--- config.mk ---
export PLATFORM = sky130hd
export DESIGN_NAME = fasta_record_parser_top
export DESIGN_NICKNAME = d
export VERILOG_FILES = /design/src/hdl/frp_pkg.sv /design/src/hdl/fasta_record_parser_top.sv /design/src/hdl/frp_front.sv /design/src/hdl/frp_fifo.sv /design/src/hdl/frp_back.sv
export SDC_FILE = /design/constraint.sdc
export NUM_CORES = 1
export LEC_CHECK = 0
export ABC_AREA = 1
export BUFFER_PORTS_ARGS = -buffer_cell sky130_fd_sc_hd__buf_2
export CAP_MARGIN = 20
export CORE_MARGIN = 3
export CORE_UTILIZATION = 65
export DETAILED_ROUTE_END_ITERATION = 7
export HOLD_SLACK_MARGIN = 0.12
export PLACE_DENSITY = 0.92
export SLEW_MARGIN = 30
export SYNTH_ARGS = -nofsm -noshare
export SYNTH_HDL_FRONTEND = slang
export SYNTH_SLANG_ARGS = --single-unit
--- constraint.sdc ---
create_clock -name clk_i -period 4.9 [get_ports clk_i]
set_input_delay 0.735 -clock clk_i [delete_from_list [all_inputs] [get_ports clk_i]]
set_output_delay 0.735 -clock clk_i [all_outputs]
set_load 0.02 [all_outputs]
--- src/hdl/frp_pkg.sv ---
// Shared types, codes and constants of the FASTA record parser.
package frp_pkg;

  localparam int unsigned CfgIdxW       = 3;
  localparam int unsigned CfgDataW      = 64;
  localparam int unsigned DefFifoDepth  = 2;

  // Configuration register indexes
  localparam logic [CfgIdxW-1:0] CFG_UPCASE = 3'd0;
  localparam logic [CfgIdxW-1:0] CFG_VSET0  = 3'd1;
  localparam logic [CfgIdxW-1:0] CFG_VSET1  = 3'd2;
  localparam logic [CfgIdxW-1:0] CFG_VSET2  = 3'd3;
  localparam logic [CfgIdxW-1:0] CFG_VSET3  = 3'd4;

  // Characters of interest
  localparam logic [7:0] CHAR_GT    = 8'h3E;
  localparam logic [7:0] CHAR_SEMI  = 8'h3B;
  localparam logic [7:0] CHAR_NL    = 8'h0A;
  localparam logic [7:0] CHAR_SPACE = 8'h20;

  // Result kinds
  localparam logic [2:0] KIND_CONSUMED = 3'd0;
  localparam logic [2:0] KIND_RECORD   = 3'd1;
  localparam logic [2:0] KIND_LABEL    = 3'd2;
  localparam logic [2:0] KIND_META     = 3'd3;
  localparam logic [2:0] KIND_SITE     = 3'd4;
  localparam logic [2:0] KIND_END      = 3'd5;
  localparam logic [2:0] KIND_ERROR    = 3'd6;

  // Error codes
  localparam logic [3:0] ERR_NONE         = 4'd0;
  localparam logic [3:0] ERR_NO_GT        = 4'd1;
  localparam logic [3:0] ERR_EMPTY_LABEL  = 4'd2;
  localparam logic [3:0] ERR_HEADER_END   = 4'd3;
  localparam logic [3:0] ERR_BAD_META     = 4'd4;
  localparam logic [3:0] ERR_BAD_SITE     = 4'd5;
  localparam logic [3:0] ERR_NO_FINAL_NL  = 4'd6;
  localparam logic [3:0] ERR_EMPTY_LINE   = 4'd7;
  localparam logic [3:0] ERR_EMPTY_SEQ    = 4'd8;

  typedef enum logic [2:0] {
    PH_START,
    PH_LABEL,
    PH_META,
    PH_HDRLINE,
    PH_COMMENT,
    PH_SEQ,
    PH_DONE
  } phase_e;

  typedef struct packed {
    logic [7:0] data_byte;
    logic       end_of_input;
  } in_item_t;

  typedef struct packed {
    logic [2:0] kind;
    logic [7:0] out_byte;
    logic [3:0] error_code;
  } out_item_t;

  // Classified byte handed from front to back
  typedef struct packed {
    logic       is_end;
    logic [7:0] raw_byte;
    logic [7:0] site_byte;
    logic       site_ok;
    logic       is_gt;
    logic       is_semi;
    logic       is_nl;
    logic       is_space;
    logic       graphic;
    logic       printable;
  } class_t;

  typedef struct packed {
    logic full;
    logic empty;
  } fifo_stat_t;

endpackage

--- src/hdl/fasta_record_parser_top.sv ---
// Top level of the FASTA record parser: front, queue and back tied together.
//
// Usage:
//   Feed the text stream one byte per transfer on the in channel
//   (in_valid_i / in_ready_o, payload in_item_i). Set end_of_input to close
//   the stream; its data byte is ignored. Every input transfer yields exactly
//   one result transfer on the out channel (out_valid_o / out_ready_i,
//   payload out_item_o) that tags the byte with a kind, an output byte and
//   an error code. Once an error is raised it sticks until reset.
//   Configuration (upcase enable, four 64-bit valid-site masks) is written
//   through cfg_we_i / cfg_idx_i / cfg_data_i while the parser is idle.
// Timing:
//   An accepted byte is queued; the back end pops it and registers its result.
//   One byte per cycle is sustained while out_ready_i is high; the record
//   state machine in the back end updates from the queue head on each pop.
// Reset:
//   Reset puts the parser at "expect record start" with no error, enables
//   upper-casing and marks all byte values valid. No clearing pass is needed.
// Stalls:
//   When out_ready_i is low the output register holds its result; the queue
//   absorbs up to FifoDepth more bytes before in_ready_o drops.
module fasta_record_parser_top #(
  parameter int unsigned FifoDepth = frp_pkg::DefFifoDepth
) (
  input  logic                          clk_i,
  input  logic                          rst_ni,
  input  logic                          cfg_we_i,
  input  logic [frp_pkg::CfgIdxW-1:0]   cfg_idx_i,
  input  logic [frp_pkg::CfgDataW-1:0]  cfg_data_i,
  input  logic                          in_valid_i,
  output logic                          in_ready_o,
  input  frp_pkg::in_item_t             in_item_i,
  output logic                          out_valid_o,
  input  logic                          out_ready_i,
  output frp_pkg::out_item_t            out_item_o
);
  import frp_pkg::*;

  fifo_stat_t fifo_stat;
  logic       push;
  logic       pop;
  class_t     push_data;
  class_t     pop_data;

  // Classify each byte as it arrives
  frp_front u_front (
    .clk_i       (clk_i),
    .rst_ni      (rst_ni),
    .cfg_we_i    (cfg_we_i),
    .cfg_idx_i   (cfg_idx_i),
    .cfg_data_i  (cfg_data_i),
    .in_valid_i  (in_valid_i),
    .in_ready_o  (in_ready_o),
    .in_item_i   (in_item_i),
    .fifo_stat_i (fifo_stat),
    .push_o      (push),
    .push_data_o (push_data)
  );

  // Decouple acceptance from result delivery
  frp_fifo #(
    .Depth (FifoDepth)
  ) u_fifo (
    .clk_i       (clk_i),
    .rst_ni      (rst_ni),
    .push_i      (push),
    .push_data_i (push_data),
    .pop_i       (pop),
    .pop_data_o  (pop_data),
    .stat_o      (fifo_stat)
  );

  // Advance the record state machine and register the result
  frp_back u_back (
    .clk_i       (clk_i),
    .rst_ni      (rst_ni),
    .fifo_stat_i (fifo_stat),
    .item_i      (pop_data),
    .pop_o       (pop),
    .out_valid_o (out_valid_o),
    .out_ready_i (out_ready_i),
    .out_item_o  (out_item_o)
  );

endmodule

--- src/hdl/frp_front.sv ---
// Front end: configuration registers, input acceptance and byte classification.
module frp_front (
  input  logic                          clk_i,
  input  logic                          rst_ni,
  input  logic                          cfg_we_i,
  input  logic [frp_pkg::CfgIdxW-1:0]   cfg_idx_i,
  input  logic [frp_pkg::CfgDataW-1:0]  cfg_data_i,
  input  logic                          in_valid_i,
  output logic                          in_ready_o,
  input  frp_pkg::in_item_t             in_item_i,
  input  frp_pkg::fifo_stat_t           fifo_stat_i,
  output logic                          push_o,
  output frp_pkg::class_t               push_data_o
);
  import frp_pkg::*;

  logic                 upcase_q;
  logic [4*CfgDataW-1:0] vset_q;
  logic [7:0]           b;
  logic [7:0]           c;
  logic                 lower;

  always_ff @(posedge clk_i or negedge rst_ni) begin
    if (!rst_ni) begin
      upcase_q <= 1'b1;
      vset_q   <= '1;
    end else if (cfg_we_i) begin
      unique case (cfg_idx_i)
        CFG_UPCASE: upcase_q <= cfg_data_i[0];
        CFG_VSET0:  vset_q[0*CfgDataW +: CfgDataW] <= cfg_data_i;
        CFG_VSET1:  vset_q[1*CfgDataW +: CfgDataW] <= cfg_data_i;
        CFG_VSET2:  vset_q[2*CfgDataW +: CfgDataW] <= cfg_data_i;
        CFG_VSET3:  vset_q[3*CfgDataW +: CfgDataW] <= cfg_data_i;
        default: ;
      endcase
    end
  end

  assign in_ready_o = !fifo_stat_i.full;
  assign push_o     = in_valid_i && !fifo_stat_i.full;

  assign b     = in_item_i.data_byte;
  assign lower = (b >= 8'h61) && (b <= 8'h7A);
  // Clearing bit 5 maps a-z onto A-Z
  assign c     = (upcase_q && lower) ? (b & 8'hDF) : b;

  always_comb begin
    push_data_o.is_end    = in_item_i.end_of_input;
    push_data_o.raw_byte  = b;
    push_data_o.site_byte = c;
    push_data_o.site_ok   = vset_q[c];
    push_data_o.is_gt     = (b == CHAR_GT);
    push_data_o.is_semi   = (b == CHAR_SEMI);
    push_data_o.is_nl     = (b == CHAR_NL);
    push_data_o.is_space  = (b == CHAR_SPACE);
    push_data_o.graphic   = (b >= 8'h21) && (b <= 8'h7E);
    push_data_o.printable = (b >= 8'h20) && (b <= 8'h7E);
  end

endmodule

--- src/hdl/frp_fifo.sv ---
// Short queue of classified bytes between front and back.
module frp_fifo #(
  parameter int unsigned Depth = frp_pkg::DefFifoDepth
) (
  input  logic                 clk_i,
  input  logic                 rst_ni,
  input  logic                 push_i,
  input  frp_pkg::class_t      push_data_i,
  input  logic                 pop_i,
  output frp_pkg::class_t      pop_data_o,
  output frp_pkg::fifo_stat_t  stat_o
);
  import frp_pkg::*;

  localparam int unsigned PtrW = (Depth > 1) ? $clog2(Depth) : 1;
  localparam int unsigned CntW = $clog2(Depth + 1);
  localparam logic [PtrW-1:0] LastPtr = PtrW'(Depth - 1);
  localparam logic [CntW-1:0] FullCnt = CntW'(Depth);

  class_t          mem_q [Depth];
  logic [PtrW-1:0] wr_ptr_q, wr_ptr_d;
  logic [PtrW-1:0] rd_ptr_q, rd_ptr_d;
  logic [CntW-1:0] cnt_q, cnt_d;

  always_comb begin
    wr_ptr_d = wr_ptr_q;
    rd_ptr_d = rd_ptr_q;
    cnt_d    = cnt_q;
    if (push_i) begin
      wr_ptr_d = (wr_ptr_q == LastPtr) ? '0 : wr_ptr_q + 1'b1;
    end
    if (pop_i) begin
      rd_ptr_d = (rd_ptr_q == LastPtr) ? '0 : rd_ptr_q + 1'b1;
    end
    if (push_i && !pop_i) begin
      cnt_d = cnt_q + 1'b1;
    end else if (pop_i && !push_i) begin
      cnt_d = cnt_q - 1'b1;
    end
  end

  always_ff @(posedge clk_i or negedge rst_ni) begin
    if (!rst_ni) begin
      wr_ptr_q <= '0;
      rd_ptr_q <= '0;
      cnt_q    <= '0;
    end else begin
      wr_ptr_q <= wr_ptr_d;
      rd_ptr_q <= rd_ptr_d;
      cnt_q    <= cnt_d;
    end
  end

  always_ff @(posedge clk_i) begin
    if (push_i) begin
      mem_q[wr_ptr_q] <= push_data_i;
    end
  end

  assign pop_data_o = mem_q[rd_ptr_q];
  assign stat_o     = '{full: (cnt_q == FullCnt), empty: (cnt_q == '0)};

endmodule

--- src/hdl/frp_back.sv ---
// Back end: record state machine, sticky error and output register.
module frp_back (
  input  logic                 clk_i,
  input  logic                 rst_ni,
  input  frp_pkg::fifo_stat_t  fifo_stat_i,
  input  frp_pkg::class_t      item_i,
  output logic                 pop_o,
  output logic                 out_valid_o,
  input  logic                 out_ready_i,
  output frp_pkg::out_item_t   out_item_o
);
  import frp_pkg::*;

  phase_e     phase_q, phase_d;
  logic [3:0] sticky_q, sticky_d;
  logic       line_sites_q, line_sites_d;
  logic       rec_sites_q, rec_sites_d;
  logic       label_seen_q, label_seen_d;
  logic       out_valid_q, out_valid_d;
  out_item_t  out_q, res;
  logic       go_seq;
  logic       line_sites_eff;

  assign pop_o = !fifo_stat_i.empty && (!out_valid_q || out_ready_i);

  always_comb begin
    phase_d        = phase_q;
    sticky_d       = sticky_q;
    line_sites_d   = line_sites_q;
    rec_sites_d    = rec_sites_q;
    label_seen_d   = label_seen_q;
    res.kind       = KIND_CONSUMED;
    res.out_byte   = '0;
    res.error_code = ERR_NONE;
    go_seq         = 1'b0;
    line_sites_eff = line_sites_q;

    if (sticky_q != ERR_NONE) begin
      res.kind       = KIND_ERROR;
      res.error_code = sticky_q;
    end else begin
      unique case (phase_q)
        PH_START: begin
          if (item_i.is_end) begin
            phase_d  = PH_DONE;
            res.kind = KIND_END;
          end else if (!item_i.is_gt) begin
            sticky_d = ERR_NO_GT;
          end else begin
            phase_d      = PH_LABEL;
            label_seen_d = 1'b0;
            rec_sites_d  = 1'b0;
            line_sites_d = 1'b0;
            res.kind     = KIND_RECORD;
          end
        end
        PH_LABEL: begin
          if (!item_i.is_end && item_i.graphic) begin
            label_seen_d = 1'b1;
            res.kind     = KIND_LABEL;
            res.out_byte = item_i.raw_byte;
          end else if (!label_seen_q) begin
            sticky_d = ERR_EMPTY_LABEL;
          end else if (item_i.is_end) begin
            sticky_d = ERR_HEADER_END;
          end else if (item_i.is_space) begin
            phase_d = PH_META;
          end else if (item_i.is_nl) begin
            phase_d = PH_HDRLINE;
          end else begin
            sticky_d = ERR_HEADER_END;
          end
        end
        PH_META: begin
          if (item_i.is_end) begin
            sticky_d = ERR_BAD_META;
          end else if (item_i.is_nl) begin
            phase_d = PH_HDRLINE;
          end else if (item_i.printable) begin
            res.kind     = KIND_META;
            res.out_byte = item_i.raw_byte;
          end else begin
            sticky_d = ERR_BAD_META;
          end
        end
        PH_HDRLINE: begin
          if (!item_i.is_end && item_i.is_semi) begin
            phase_d = PH_COMMENT;
          end else begin
            phase_d        = PH_SEQ;
            line_sites_d   = 1'b0;
            line_sites_eff = 1'b0;
            go_seq         = 1'b1;
          end
        end
        PH_COMMENT: begin
          if (item_i.is_end) begin
            sticky_d = ERR_HEADER_END;
          end else if (item_i.is_nl) begin
            phase_d = PH_HDRLINE;
          end else if (!item_i.printable) begin
            sticky_d = ERR_HEADER_END;
          end
        end
        PH_SEQ: begin
          go_seq = 1'b1;
        end
        default: begin
          phase_d  = PH_DONE;
          res.kind = KIND_END;
        end
      endcase

      if (go_seq) begin
        priority if (!line_sites_eff && (item_i.is_end || item_i.is_gt)) begin
          if (!rec_sites_q) begin
            sticky_d = ERR_EMPTY_SEQ;
          end else if (item_i.is_end) begin
            phase_d  = PH_DONE;
            res.kind = KIND_END;
          end else begin
            phase_d      = PH_LABEL;
            label_seen_d = 1'b0;
            rec_sites_d  = 1'b0;
            res.kind     = KIND_RECORD;
          end
        end else if (!line_sites_eff && item_i.is_nl) begin
          sticky_d = ERR_EMPTY_LINE;
        end else if (line_sites_eff && item_i.is_end) begin
          sticky_d = ERR_NO_FINAL_NL;
        end else if (line_sites_eff && item_i.is_nl) begin
          line_sites_d = 1'b0;
        end else if (!item_i.site_ok) begin
          sticky_d = ERR_BAD_SITE;
        end else begin
          line_sites_d = 1'b1;
          rec_sites_d  = 1'b1;
          phase_d      = PH_SEQ;
          res.kind     = KIND_SITE;
          res.out_byte = item_i.site_byte;
        end
      end

      // A freshly raised error answers with its own code
      if (sticky_d != ERR_NONE) begin
        res.kind       = KIND_ERROR;
        res.out_byte   = '0;
        res.error_code = sticky_d;
      end
    end
  end

  assign out_valid_d = pop_o || (out_valid_q && !out_ready_i);

  always_ff @(posedge clk_i or negedge rst_ni) begin
    if (!rst_ni) begin
      phase_q      <= PH_START;
      sticky_q     <= ERR_NONE;
      line_sites_q <= 1'b0;
      rec_sites_q  <= 1'b0;
      label_seen_q <= 1'b0;
      out_valid_q  <= 1'b0;
    end else begin
      out_valid_q <= out_valid_d;
      if (pop_o) begin
        phase_q      <= phase_d;
        sticky_q     <= sticky_d;
        line_sites_q <= line_sites_d;
        rec_sites_q  <= rec_sites_d;
        label_seen_q <= label_seen_d;
      end
    end
  end

  always_ff @(posedge clk_i) begin
    if (pop_o) begin
      out_q <= res;
    end
  end

  assign out_valid_o = out_valid_q;
  assign out_item_o  = out_q;

endmodule

# Word level (Yosys, flattened, before mapping)
# Memory sizes are Yosys's and may differ from the RTL's.
# Index checks and enable logic that the tools add are counted.
[totals] regBits=287 ramBits=48 out_inout_bits=17 n_memories=1
[classes] addsub=4 magnitude_cmp=6 n_eq_ne=14 muxes=104 bitwise_logic=1 reduce_logical=41
[memory_table] name="u_fifo.mem_q" depth=2 word_bits=24 rd=1 rd_ports_with_merged_regs=0 write_ports=1 line_no="frp_fifo.sv:20" source="class_t mem_q [Depth];"
[ops] cell="4-bit 2-to-1 mux" n=23
[ops] cell="11-bit 2-to-1 mux" n=8
[ops] cell="3-bit 2-to-1 mux" n=20
[ops] cell="1-bit 2-to-1 mux" n=38
[ops] cell="10-bit 2-to-1 mux" n=3
[ops] cell="8-bit by 6-bit == test with 1-bit output (second input constant)" n=3
[ops] cell="8-bit by 6-bit greater-or-equal comparator with 1-bit output (second input constant)" n=2
[ops] cell="8-bit by 7-bit <= comparator with 1-bit output (second input constant)" n=2
[ops] cell="4-bit case mux with 4 select lines" n=1
[ops] cell="8-bit case mux with 2 select lines" n=1
[ops] cell="1-bit logical AND" n=15
[ops] cell="3-bit case mux with 5 select lines" n=1
[ops] cell="3-bit by 2-bit == test with 1-bit output (second input constant)" n=4
[ops] cell="3-bit case mux with 4 select lines" n=1
[ops] cell="2-bit AND reduction" n=6
[ops] cell="3-bit == test (second input constant)" n=3
[ops] cell="8-bit by 9-bit < comparator with 1-bit output (second input constant)" n=1
[ops] cell="1-bit binary-select mux with 8-bit select" n=1
[ops] cell="8-bit by 4-bit == test with 1-bit output (second input constant)" n=1
[ops] cell="8-bit by 7-bit greater-or-equal comparator with 1-bit output (second input constant)" n=1
[ops] cell="1-bit logical NOT" n=8
[ops] cell="8-bit 2-to-1 mux" n=1
[ops] cell="4-bit nonzero test" n=2
[ops] cell="3-bit by 1-bit == test with 1-bit output (second input constant)" n=2
[ops] cell="14 further kinds" n=22

# Logic depth before layout (Yosys ltp)
# Gate-level depths: netlist of run 1.
# An unclocked memory read counts as a cell.
[depth] ltp_word=17 mapped_depth=16

# Cells and area by module
# A second synthesis of run 1 with hierarchy kept.
[hier_totals] cells_unflattened=1926 area_unflattened_um2=16216.8
[modules_own_cells] module="frp_front" n_inst=1 cells_each=1580 area_each_um2=12380.6 seq_area_each_um2=6752.7
[modules_own_cells] module="frp_fifo" n_inst=1 cells_each=100 area_each_um2=2040.7 seq_area_each_um2=1541.5
[modules_own_cells] module="frp_back" n_inst=1 cells_each=246 area_each_um2=1795.5 seq_area_each_um2=725.7

# Least setup slack after synthesis of run 1
# No wires, ideal clock.
[synth_timing] path_type="input to register" startpoint="input port in_item_i[2] (netlist bit)" endpoint="memory u_fifo.mem_q[0][6] (netlist bit), data pin" setup_time_ns=0.257 arrival_time_ns=1.930 t_required_ns=4.643 path_slack_ns=2.713 stages=11 n_path_buf=1 path_cell_list="buf_2 nor2_2 nand3_1 a31oi_2 inv_1 nand3_1 nand2_1 nand2_1 nand2_1 inv_1 nand2_1"
[synth_lines] element="start, declared" line_no="fasta_record_parser_top.sv:32" source="input frp_pkg::in_item_t in_item_i,"
[synth_lines] element="end, declared" line_no="frp_fifo.sv:20"

==> results of run 1 <==
[path summary, 6_finish.rpt]
check / from / endpoint / slack, ns / depth (start not counted)
max in group asynchronous: rst_ni / u_back.sticky_q[1] / 3.54 / 2
worst max register to register: u_fifo.rd_ptr_q / u_back.out_item_o[14] / 2.10 / 12
worst max-delay path: in_item_i[1] / u_fifo.mem_q[1][6] / 1.73 / 16
worst min-delay path: rst_ni / u_back.out_valid_o / 0.14 / 1
worst min register to register: u_front.vset_q[233] / u_front.vset_q[233] / 0.49 / 2
min in group clk_i: in_item_i[0] / u_fifo.mem_q[0][23] / 0.36 / 1
[layout make-up]
class                   instances  area (um2)  area share [%]
well taps                     313       391.6           2.315
multi-input cells            1341        5861           34.64
clock buffers                  48       890.9           5.265
flip-flops and latches        321        8600           50.83
clock inverters                 8       71.32          0.4215
repair buffers                115       646.9           3.823
inverters                     122       457.9           2.707
[worst register-to-register path, stage by stage (launching register included)]
cell and delay [ns]:
dfrtp_1 0.80, inv_2 0.35, nand2_1 0.17, nand2_2 0.09, inv_2 0.14, nand2_2 0.09, nand2_2 0.08, nand3_1 0.06
a21boi_1 0.16, a21oi_2 0.24, nand2_4 0.15, nor2_2 0.15, nand2_1 0.07
[through the flow]
step | power, mW | instances | hold WS [ns] | setup slack (ns)
2_1_floorplan | 4.722 | 1877 | 0.4394 | 2.713
3_3_place_gp | 5.108 | 2212 | 0.4757 | 1.408
3_5_place_dp | 5.190 | 2212 | 0.4814 | 1.344
4_1_cts | 7.491 | 2268 | 0.1609 | 1.865
5_1_grt | 7.865 | 2268 | 0.1717 | 1.526
6_report | 7.496 | 2268 | 0.1354 | 1.730
[flip-flops by register name (all words and copies together) (netlist names), 2 cells and up]
signal,cells
u_fifo.mem_q,34
u_back.out_item_o,15
u_fifo.cnt_q,2
u_back.sticky_q,4
u_back.phase_q,3
u_front.vset_q,256
[cells by family after synthesis]
kind of cell	count (synthesis)	share of synthesized area [%]
compound gates	324	10.85
xor+xnor	3	0.1721
fa+ha+maj	1	0.08191
buf+inv	215	5.530
flops	321	56.31
mux	1	0.06554
simple gates	1012	27.00
[power breakdown]
group	switching [mW]	internal (mW)
clock network	1.01	1.30
registers	0.311	3.53
logic	0.900	0.445
[layout by cell type, fill, tap and decap left out, types with 5 or more instances in the layout]
master,instances
a21oi_1,28
nor2_2,7
clkinv_2,5
nand3_1,56
buf_2,96
clkbuf_1,13
buf_4,16
nand4_1,20
o21ai_0,284
nor2_1,71
dfrtp_1,15
edfxtp_1,49
nand2_4,10
nor3_1,12
clkbuf_16,32
inv_1,114
inv_2,5
dfstp_2,257
nand2_2,8
nand2_1,813
[routing by layer]
metal  vias up  global-route usage [%]
li1       6089                       -
met1      6190                   39.53
met2       700                   51.85
met3       148                   4.553
met4         0                   13.13
met5         -                       0
==> flow_summary.json, run 1 <==
{
  "synth_edf_count": 49,
  "antenna_cells": 0,
  "dr_wl_met2_um": 18870,
  "crit_top_cell": "nand2_1",
  "die-area_um2": 25370,
  "cts_sinks": 321,
  "io_pins": 98,
  "synth_most_common_cell": "nand2_1",
  "relSlewSlack_pct": 33.92,
  "skew_ns": 0.02354,
  "synth_flop_cell": "dfstp_2",
  "route.met3.wl_um": 3410,
  "cts-root-buf": "clkbuf_16",
  "fillers": 1645,
  "highest_layer": "met4",
  "drv_slew": 0,
  "synth_top_area_share_pct": 44.22,
  "wl_met1_um": 15100,
  "fmax_mhz": 315.5,
  "path_buf_inv": 4,
  "path_clk_slew_ns": 0.06,
  "die_w_um": 159.3,
  "violations": "design-rule violations",
  "hpwl_um": 24970,
  "hp-class": "in2async",
  "synthArstFlopShare_pct": 84.74,
  "cts_tree": "yes",
  "leakagePower_nw": 7.851,
  "cp_slowest_stage_delay_ns": 0.78,
  "clk_path_buf_depth": 3,
  "stdcell_area_um2": 16920,
  "vias_per_cell": 5.788,
  "crit_type": "in2reg",
  "worst_slew_pin_slew_ns": 0.9897,
  "syn_inst": 1877,
  "cp_data_arrival_time_ns": 3.59,
  "grt_pass1_wl_um": 64180,
  "rsz0062_at_grt": "no",
  "wirelength_um": 39130,
  "port_buffers": 97,
  "grt_pass1_vias": 13042,
  "ant_nets": 0,
  "grt.overflow.total": 0,
  "syn_to_final_growth_pct": 10.78,
  "grt_max_degree": 129,
  "vias": 13127,
  "synth_nets": 1959,
  "syn_area_um2": 15270,
  "netlist_top_cells_count": "813 x nand2_1, 284 x o21ai_0, 257 x dfstp_2",
  "drt_iter0_drc": 1663,
  "end_kind": "register",
  "yosys_warnings": 0,
  "core_um2": 22850,
  "wl_per_cell_um": 17.25,
  "critPathMaxFanout": 53,
  "cts_hold_buf": 0,
  "run_status": "complete, but fails checks",
  "track_usage_pct": 30.56,
  "synth_cell_types": 44,
  "drc": 1,
  "cts_setup_buffers": 0,
  "period_needed_ns": 3.170,
  "ys_seq_area_share_pct": 56.31,
  "cap_violations": 0,
  "htree_levels": 1,
  "hold_violations": 0,
  "fin_setup_tns_ns": 0,
  "crit_family": "buffers and inverters",
  "die_h_um": 159.3,
  "syn_avg_cell_area_um2": 8.136,
  "start_util_pct": 66.85,
  "power.density_nw_per_um2": 443.1,
  "antenna_found_initial": 0,
  "gp_congestion": 0.9669,
  "placed_cell_area_um2": 15960,
  "setup_viol": 0,
  "drive_above_1_share_pct": 23.48,
  "ys_ff_latch": 321,
  "dr.pass1.iters": 8,
  "worst_setup_path_start_kind": "input pin",
  "crit_required_ns": 5.32,
  "synth_area_leaders": "dfstp_2 44%, nand2_1 20%, edfxtp_1 9.6%",
  "rows": 55,
  "final_nets": 2014,
  "slowest_stage": "inv_2",
  "cp_cell_sequence": "buf_2 > buf_4 > nand2_1 > inv_2 > nand2_1 > nand3_1 > nand2_1 > nand2_1 > nor2_1 > nand2_1 > nand3_1 > nand2_1 > nand2_1 > nand2_1 > inv_1 > nand2_1",
  "insertion_delay_ns": 0.58,
  "ir_drop_uv": 334.3,
  "final.period_utilization_pct": 64.69,
  "fin_util_pct": 74.05,
  "cts-resized-gates": 0,
  "yosys.area.top_type": "dfstp_2",
  "cts_made_buffers": 31
}
Note: power is estimated with default switching activity, not from simulation.
==> inputs of run 2 (changes only) <==
--- a/config.mk
+++ b/config.mk
@@ -5,14 +5,14 @@
 export SDC_FILE = /design/constraint.sdc
 export NUM_CORES = 1
 export LEC_CHECK = 0
-export ABC_AREA = 1
+export ABC_AREA = 0
 export BUFFER_PORTS_ARGS = -buffer_cell sky130_fd_sc_hd__buf_2
 export CAP_MARGIN = 20
 export CORE_MARGIN = 3
-export CORE_UTILIZATION = 65
+export CORE_UTILIZATION = 55
 export DETAILED_ROUTE_END_ITERATION = 7
 export HOLD_SLACK_MARGIN = 0.12
-export PLACE_DENSITY = 0.92
+export PLACE_DENSITY = 0.83
 export SLEW_MARGIN = 30
 export SYNTH_ARGS = -nofsm -noshare
 export SYNTH_HDL_FRONTEND = slang
==> constraint.sdc (replaced) <==
create_clock -name clk_i -period 2.6 [get_ports clk_i]
set_input_delay 0.39 -clock clk_i [delete_from_list [all_inputs] [get_ports clk_i]]
set_output_delay 0.39 -clock clk_i [all_outputs]
set_load 0.02 [all_outputs]
==> run 2 against run 1 <==
The run now ends clean. Global-route usage down 6.2 points. Flip-flop and latch count did not move. Worst setup slack got worse by 1.6 ns. Synthesized cell count fell by 45%. Largest power group unchanged. Clock skew down 0.00055 ns. Die area up 17%. Cell count is 29% lower. Wire length shrank 9.7%. Power increased by 120%. Core utilization is 7.9 points lower. Area after synthesis down 0.23%. Critical path depth is 7 lower.
==> flow_summary.json, run 2 <==
{
  "run_status": "finished clean",
  "synth_nets": 1120,
  "netlist_top_cells_count": "277 x mux2_2, 257 x dfstp_2, 49 x edfxtp_1, 49 x mux4_2, 46 x clkbuf_1",
  "io_pins": 98,
  "antenna_found_initial": 0,
  "port_buffers": 97,
  "leakagePower_nw": 6.988,
  "synth_cell_types": 67,
  "slowest_stage": "dfrtp_2",
  "combPwrFrac_pct": 26.2,
  "fmax_mhz": 406.3,
  "largest_reg_flops": 256,
  "synth_edf_count": 49,
  "vias": 9815,
  "ant_nets": 0,
  "core_um2": 27100,
  "cts_sinks": 321,
  "power.density_nw_per_um2": 934.4,
  "p_total_mw": 16.75,
  "vias_per_cell": 6.138,
  "clkPwrFrac_pct": 27.8,
  "yosys.area.top_type": "dfstp_2",
  "start_util_pct": 56.22,
  "final_common_cell": "mux2_2",
  "worst_setup_path_start_kind": "register",
  "ys_seq_area_share_pct": 56.44,
  "cap_violations": 0,
  "ir_drop_uv": 598.3,
  "cts_tree": "yes",
  "final_nets": 1282,
  "clk_path_buf_depth": 3,
  "syn_to_final_growth_pct": 17.61,
  "crit_top_cell": "buf_4",
  "die_w_um": 172.4,
  "gp_congestion": 0.8866,
  "grt_max_degree": 71,
  "crit_type": "reg2reg",
  "cp_data_arrival_time_ns": 2.69,
  "critPathMaxFanout": 8,
  "grt_pass1_wl_um": 56780,
  "wl_per_cell_um": 22.10,
  "drive_above_1_share_pct": 68.19,
  "hp-class": "in2reg",
  "worst_slew_pin_slew_ns": 0.5972,
  "intPower_mw": 11.96,
  "placed_cell_area_um2": 16740,
  "skew_ns": 0.02299,
  "synth_top_area_share_pct": 44.32,
  "grt.overflow.total": 0,
  "synth_most_common_cell": "mux2_2",
  "crit_family": "compound AO/OA/AOI/OAI gates",
  "wirelength_um": 35340,
  "fin_util_pct": 66.13,
  "max_flop_register": "u_front.vset_q",
  "cp_cell_sequence": "buf_4 > nand2_1 > o32ai_1 > buf_4 > buf_4 > o32a_1 > o221a_1 > o21bai_1 > nand4bb_1",
  "crit_required_ns": 2.83,
  "period_needed_ns": 2.461,
  "power_switching_mw": 4.786,
  "ys_ff_latch": 321,
  "seq_power_share_pct": 46.0,
  "end_kind": "register",
  "die-area_um2": 29740,
  "cts_made_buffers": 35,
  "path_buf_inv": 3,
  "die_h_um": 172.4,
  "syn_area_um2": 15240,
  "hpwl_um": 24280,
  "synth_area_leaders": "dfstp_2 44%, mux2_2 20%, edfxtp_1 9.7%",
  "dr.pass1.iters": 6,
  "rsz0062_at_grt": "no",
  "final.period_utilization_pct": 94.66,
  "cp_slowest_stage_delay_ns": 0.45,
  "drt_iter0_drc": 767,
  "synthArstFlopShare_pct": 84.74,
  "grt_pass1_vias": 10143,
  "track_usage_pct": 24.32,
  "yosys_warnings": 0,
  "layout_common_cells": "277 x mux2_2, 257 x dfstp_2, 96 x buf_2",
  "insertion_delay_ns": 0.51,
  "rows": 60,
  "hold_violations": 0,
  "setup_viol": 0,
  "syn_avg_cell_area_um2": 14.68,
  "relSlewSlack_pct": 60.19,
  "htree_levels": 2,
  "stdcell_area_um2": 17920,
  "syn_inst": 1038,
  "path_clk_slew_ns": 0.06,
  "drv_slew": 0,
  "synth_flop_cell": "dfstp_2",
  "p_sw_share_pct": 28.58,
  "cts-root-buf": "clkbuf_16",
  "drc": 0
}
## run 2: kinds of logic after synthesis
group | Yosys count | synth area share [%]
buffers and inverters | 75 | 2.069
and+or+nand+nor | 150 | 4.968
adders and majority gates | 1 | 0.08210
DFF | 321 | 56.44
xor gates and xnor gates | 6 | 0.3449
muxes | 368 | 30.47
AOI/OAI and AO/OA | 117 | 5.625
## run 2: per-stage QoR
stage | hold slack, ns | setup TNS (ns) | worst slack (ns) | instances
2_1_floorplan | 0.09441 | 0 | 0.06032 | 1038
3_3_place_gp | 0.3909 | -0.1357 | -0.06785 | 1527
3_5_place_dp | 0.3897 | -0.2232 | -0.07954 | 1527
4_1_cts | 0.1302 | 0 | 0.005372 | 1594
5_1_grt | 0.1419 | 0 | 0.005039 | 1598
6_report | 0.1449 | 0 | 0.1389 | 1599
## run 2: power by group through the flow
stage	clock network (mW)	logic, mW	registers [mW]
after floorplan	0	2.82	7.57
after global placement	0	4.12	7.65
after detailed placement	0	4.26	7.74
after CTS	4.76	4.33	7.68
after global routing	4.97	4.76	7.84
final	4.66	4.39	7.70
## run 2: area by class of cell
type / instances / area [um2]
clock inverter: 15 / 130.1
clock buffer: 48 / 964.7
antenna: 1 / 2.502
timing repair buffer: 188 / 1346
tap: 372 / 465.4
fill: 1853 / 9180
multi-input combinational: 642 / 6366
inverter: 12 / 45.04
sequential: 321 / 8601
## run 2: per-layer routing
metal | track usage, % | vias to the layer above | routed length, um
li1 | - | 4275 | -
met1 | 33.51 | 5094 | 14810
met2 | 39.93 | 379 | 17570
met3 | 4.024 | 67 | 2036
met4 | 7.706 | 0 | 919
met5 | 0 | - | 0
## run 2: worst paths after layout
path | startpoint | to | slack (ns) | cells after the start
setup / recovery | u_fifo.rd_ptr_q | u_back.out_item_o[14] | 0.14 | 9
hold / removal | cfg_data_i[50] | u_front.vset_q[242] | 0.14 | 2
setup reg to reg | u_fifo.rd_ptr_q | u_back.out_item_o[14] | 0.14 | 9
hold reg to reg | u_back.out_valid_o | u_back.out_valid_o | 0.50 | 2
max in group asynchronous | rst_ni | u_front.vset_q[72] | 1.29 | 3
min in group asynchronous | rst_ni | u_back.sticky_q[0] | 0.43 | 2
## run 2: repair_timing
action,4_1_cts,5_1_grt
hold buffers,2,0
setup buffers,1,4
pin swaps,0,7
gates cloned,1,0
endpoints found under the hold margin,8,0
endpoints found under the setup margin,6,11
resized for setup,2,5
## run 2: worst reg2reg max path, delay by kind of cell (launching register included)
kind	cells	cell delay (ns)
buffers and inverters	3	0.45
AO/OA/AOI/OAI	4	1.07
AND/OR/NAND/NOR	2	0.23
flip-flops	1	0.45
